## src/design/deq_pkg.sv

```systemverilog
package deq_pkg;

   localparam int DEPTH = 128;
   localparam int IDX_W = (DEPTH > 1) ? $clog2(DEPTH) : 1;
   localparam int CNT_W = $clog2(DEPTH + 1);
   localparam int OP_W = 3;
   localparam int BYTE_W = 8;
   localparam int STATUS_W = 2;

   localparam logic [BYTE_W-1:0] EMPTY_BYTE = 8'd48;

   typedef enum logic [OP_W-1:0] {
      OP_PUSH_FRONT = 3'd0,
      OP_PUSH_BACK  = 3'd1,
      OP_PEEK_FRONT = 3'd2,
      OP_PEEK_BACK  = 3'd3,
      OP_POP_FRONT  = 3'd4,
      OP_POP_BACK   = 3'd5
   } opcode_type;

   typedef enum logic [STATUS_W-1:0] {
      ST_OK    = 2'd0,
      ST_FULL  = 2'd1,
      ST_EMPTY = 2'd2
   } status_type;

   typedef enum logic [1:0] {
      CELL_HOLD      = 2'd0,
      CELL_SHIFT_IN  = 2'd1,
      CELL_SHIFT_OUT = 2'd2,
      CELL_WRITE     = 2'd3
   } cell_mode_type;

   typedef struct packed {
      cell_mode_type     mode;
      logic [CNT_W-1:0]  count;
      logic [BYTE_W-1:0] data;
   } cell_ctrl_type;

endpackage

```

## src/design/deq_cell.sv

```systemverilog
module deq_cell (
   input  logic                           clock,
   input  deq_pkg::cell_ctrl_type         ctrl,
   input  logic [deq_pkg::IDX_W-1:0]      cell_index,
   input  logic [deq_pkg::BYTE_W-1:0]     left_byte,
   input  logic [deq_pkg::BYTE_W-1:0]     right_byte,
   output logic [deq_pkg::BYTE_W-1:0]     cell_byte
);
   import deq_pkg::*;

   logic [BYTE_W-1:0] byte_ff;
   logic [BYTE_W-1:0] byte_in;

   always_comb begin
      unique case (ctrl.mode)
         CELL_SHIFT_IN:  byte_in = left_byte;
         CELL_SHIFT_OUT: byte_in = right_byte;
         CELL_WRITE:     byte_in = (CNT_W'(cell_index) == ctrl.count) ? ctrl.data : byte_ff;
         default:        byte_in = byte_ff;
      endcase
   end

   always_ff @(posedge clock) begin
      byte_ff <= byte_in;
   end

   assign cell_byte = byte_ff;

endmodule

```

## src/design/deq_chain.sv

```systemverilog
module deq_chain (
   input  logic                        clock,
   input  deq_pkg::cell_ctrl_type      ctrl,
   output logic [deq_pkg::BYTE_W-1:0]  head_byte
);
   import deq_pkg::*;

   logic [BYTE_W-1:0] chain_byte [DEPTH];

   for (genvar i = 0; i < DEPTH; i++) begin : g_cell
      logic [BYTE_W-1:0] left_byte;
      logic [BYTE_W-1:0] right_byte;

      if (i == 0) begin : g_first
         assign left_byte = ctrl.data;
      end else begin : g_inner_left
         assign left_byte = chain_byte[i-1];
      end

      if (i == DEPTH - 1) begin : g_last
         assign right_byte = chain_byte[i];
      end else begin : g_inner_right
         assign right_byte = chain_byte[i+1];
      end

      deq_cell u_cell (
         .clock      (clock),
         .ctrl       (ctrl),
         .cell_index (IDX_W'(i)),
         .left_byte  (left_byte),
         .right_byte (right_byte),
         .cell_byte  (chain_byte[i])
      );
   end

   assign head_byte = chain_byte[0];

endmodule

```

## config.mk

```make
export PLATFORM = sky130hd
export DESIGN_NAME = deq_chain
export DESIGN_NICKNAME = d
export VERILOG_FILES = /design/src/design/deq_pkg.sv /design/src/design/deq_cell.sv /design/src/design/deq_chain.sv
export SDC_FILE = /design/constraint.sdc
export NUM_CORES = 2
export LEC_CHECK = 0
export ABC_AREA = 1
export ABC_CLOCK_PERIOD_IN_PS = 3350
export BUFFER_PORTS_ARGS = -buffer_cell sky130_fd_sc_hd__buf_2
export CORE_AREA = 2 2 473 475
export CTS_BUF_LIST = sky130_fd_sc_hd__clkbuf_16
export DETAILED_ROUTE_END_ITERATION = 6
export DIE_AREA = 0 0 475 477
export GPL_TIMING_DRIVEN = 1
export SLEW_MARGIN = 0
export SYNTH_ARGS = -nofsm -noshare
export SYNTH_HDL_FRONTEND = slang
export SYNTH_HIERARCHICAL = 1
export SYNTH_SLANG_ARGS = --single-unit
```

## constraint.sdc

```tcl
create_clock -name clock -period 3.35 [get_ports clock]
set_input_delay 0.67 -clock clock [delete_from_list [all_inputs] [get_ports clock]]
set_output_delay 0.67 -clock clock [all_outputs]
set_load 0.01 [all_outputs]
```

==> out/results.txt <==
Post-DP HPWL: 141000 um
Levels on crit path: 1
Crit path capture type: primary output
Slowest CP cell: edfxtp_1
Pre-Repair DR Iteration Count: 7
Unique masters post-synth: 15
Largest net degree at the start of global routing: 74
Internal Pwr Total: 25.9 mW
Setup Skew: 0.0430 ns
Share of the yosys chip area belonging to registers: 39.8%
Final setup TNS: 0 ns
Post-DRT Antenna Nets: 0
Post-Syn Area per Cell: 7.27 um^2
Fmax: 499 MHz
Final setup fails: 0
Max Transition Viols Final: 0
Placeable Area: 221000 um^2
Main synth FF type: edfxtp_1
P_leak: 50.8 nW
Failing checks: design-rule violations
Synth top area share: 39.8%
Cell count after synthesis: 10600
Status: finished, violations left
Reg2reg path depth: 2
Hold-fix buffers, CTS: 0
Sw frac: 29.8%
Ports: 27
Global-route wire length before repair: 313000 um
Starting DRC count in detailed routing: 4998
Worst setup path class: flip-flop to primary output
Die height: 477 um
Max incr delay on CP: 0.42 ns
Hold WC Path Type: input pin to flip-flop
EDFF count, synth: 1024
Maximum VDD drop: 0.000429 V
H-tree depth: 3
Largest area contributor in the netlist: edfxtp_1
Worst Path Required: 2.68 ns
# Post-CTS Setup Buffers: 0
Clk network pwr share: 34.9%
Total GRT Usage: 17.0%
Power Density: 403 nW/um^2
Most numerous cell in the Yosys netlist: nand2_1
Comb pwr share: 18.1%
Least-Margin Pin Slew: 0.874 ns
Crit Path Max Fanout: 2
Hold Vio Cnt, Final: 0
Post-route cell area: 91500 um^2
Number of global-route vias before repair: 56400
GP Congestion: 0.814
Synth top area cells: edfxtp_1, nand2_1, inv_1
Most frequent cells after synthesis: nand2_1, inv_1, edfxtp_1
DR vias/cell: 4.09
Clock Latency Late Sink: 0.76 ns
Clock tree buffer depth: 3
Minimum clock period: 2.00 ns
Total CTS buffers: 111
Syn. warnings: 6
Tcrit/Tclk final: 59.8%
WL final: 194000 um
Die ar.: 227000 um^2
CTS root buf: clkbuf_16
Remaining Overflow, GRT: 0
Residual DRC: 1
Hold path depth: 3
Critical-path cell list: buf_2
#FFs+latches synth: 1024
Seq pwr share: 46.9%
Share of post-route cells with drive strength above 1: 5.26%
Rows: 173
Vias: 64000
RSZ-0062 raised after global routing: no
Clk slew on worst S/H paths: 0.06 ns
Post-synth ARST share: 0%
Layout Nets: 12800
Mapped Area: 77200 um^2
Max-cap viol count: 0
Initial antenna violation count: 1
WP data arrival: 1.33 ns
Setup crit start kind: flip-flop
Initial Util: 34.9%
Net Switching: 11.0 mW
Clock sink count: 1024
Buf/Inv on CP: 1
Max reg flops: 1024
PortBufs: 26
WL per Instance: 12.4 um
Post-cts resize count: 0
Tot Pwr: 36.9 mW
TritonCTS clock tree: done
Rel. slew slack: 41.8%
Die width: 475 um
Placement-stage cell area: 87700 um^2
CP delay by family, top: flip-flops
P&R area growth vs syn: 18.5%
per-stage QoR:
step | worst slack (ns) | hold slack, ns | util (%) | std cells
after floorplan | 1.51 | 0.534 | - | 12400
after global placement | 0.613 | 0.555 | 39.6 | 15400
after detailed placement | 0.609 | 0.556 | 39.6 | 15400
after CTS | 1.28 | 0.372 | 41.3 | 15600
after global routing | 1.23 | 0.410 | 41.3 | 15600
final | 1.35 | 0.422 | 41.3 | 15600
cell usage in the layout (no fill, tap or decap), drive strengths merged:
| cell type | synthesis | final |
|---|---|---|
| nand2 | 5120 | 5120 |
| inv | 2048 | 2080 |
| conb | 2 | 1792 |
| edfxtp | 1024 | 1024 |
| a22oi | 1024 | 1024 |
| nor2 | 640 | 640 |
| buf | 165 | 291 |
| ha | 256 | 256 |
| nand3 | 128 | 128 |
| or2 | 128 | 128 |
| clkbuf | 91 | 111 |
| clkinv | 0 | 36 |
| bufinv | 0 | 17 |
| clkinvlp | 0 | 6 |
| diode | 0 | 1 |
power by group through the flow:
stage | Clock (mW) | Combinational [mW] | Sequential (mW)
2_1_floorplan | 0 | 4.95 | 16.9
3_3_place_gp | 0 | 6.56 | 17.6
3_5_place_dp | 0 | 6.66 | 17.6
4_1_cts | 13.1 | 6.67 | 17.3
5_1_grt | 13.6 | 7.79 | 17.4
6_report | 12.9 | 6.69 | 17.3
final timing paths:
| kind | startpoint | to | slack (ns) |
|---|---|---|---|
| max | g_cell[0].u_cell/cell_byte[5] | head_byte[5] | 1.35 |
| min | ctrl[1] | g_cell[126].u_cell/cell_byte[1] | 0.42 |
| max reg2reg | g_cell[14].u_cell/cell_byte[0] | g_cell[13].u_cell/cell_byte[0] | 2.32 |
| min reg2reg | g_cell[24].u_cell/cell_byte[5] | g_cell[25].u_cell/cell_byte[5] | 0.56 |
cell type report:
class | count | area [um^2]
inverter | 2048 | 7690
antenna | 1 | 2.50
tap | 2975 | 3720
fill | 22700 | 130000
multi-input combinational | 9088 | 42600
clock buffer | 111 | 2780
clock inverter | 91 | 986
timing repair buffer | 291 | 2950
sequential | 1024 | 30700
logic make-up (layout without fill, tap and decap cells):
| family | count (synthesis) | count (layout) | synth area share, % |
|---|---|---|---|
| other | 2 | 1793 | 0.00973 |
| adders and majority gates | 256 | 256 | 4.15 |
| DFF | 1024 | 1024 | 39.8 |
| and+or+nand+nor | 6016 | 6016 | 31.8 |
| buffers and inverters | 2304 | 2541 | 13.7 |
| AOI/OAI and AO/OA | 1024 | 1024 | 10.5 |
routing by layer:
layer  vias to the layer above  global-route usage (%)  part of all wire (%)
met5                         -                       0                     0
met4                         0                    2.85                   1.4
met3                       183                    1.90                   4.9
met2                      1358                    27.7                    45
met1                     27100                    24.4                    48
li1                      35300                       -                     -
Power figures use the tool's default switching activity.
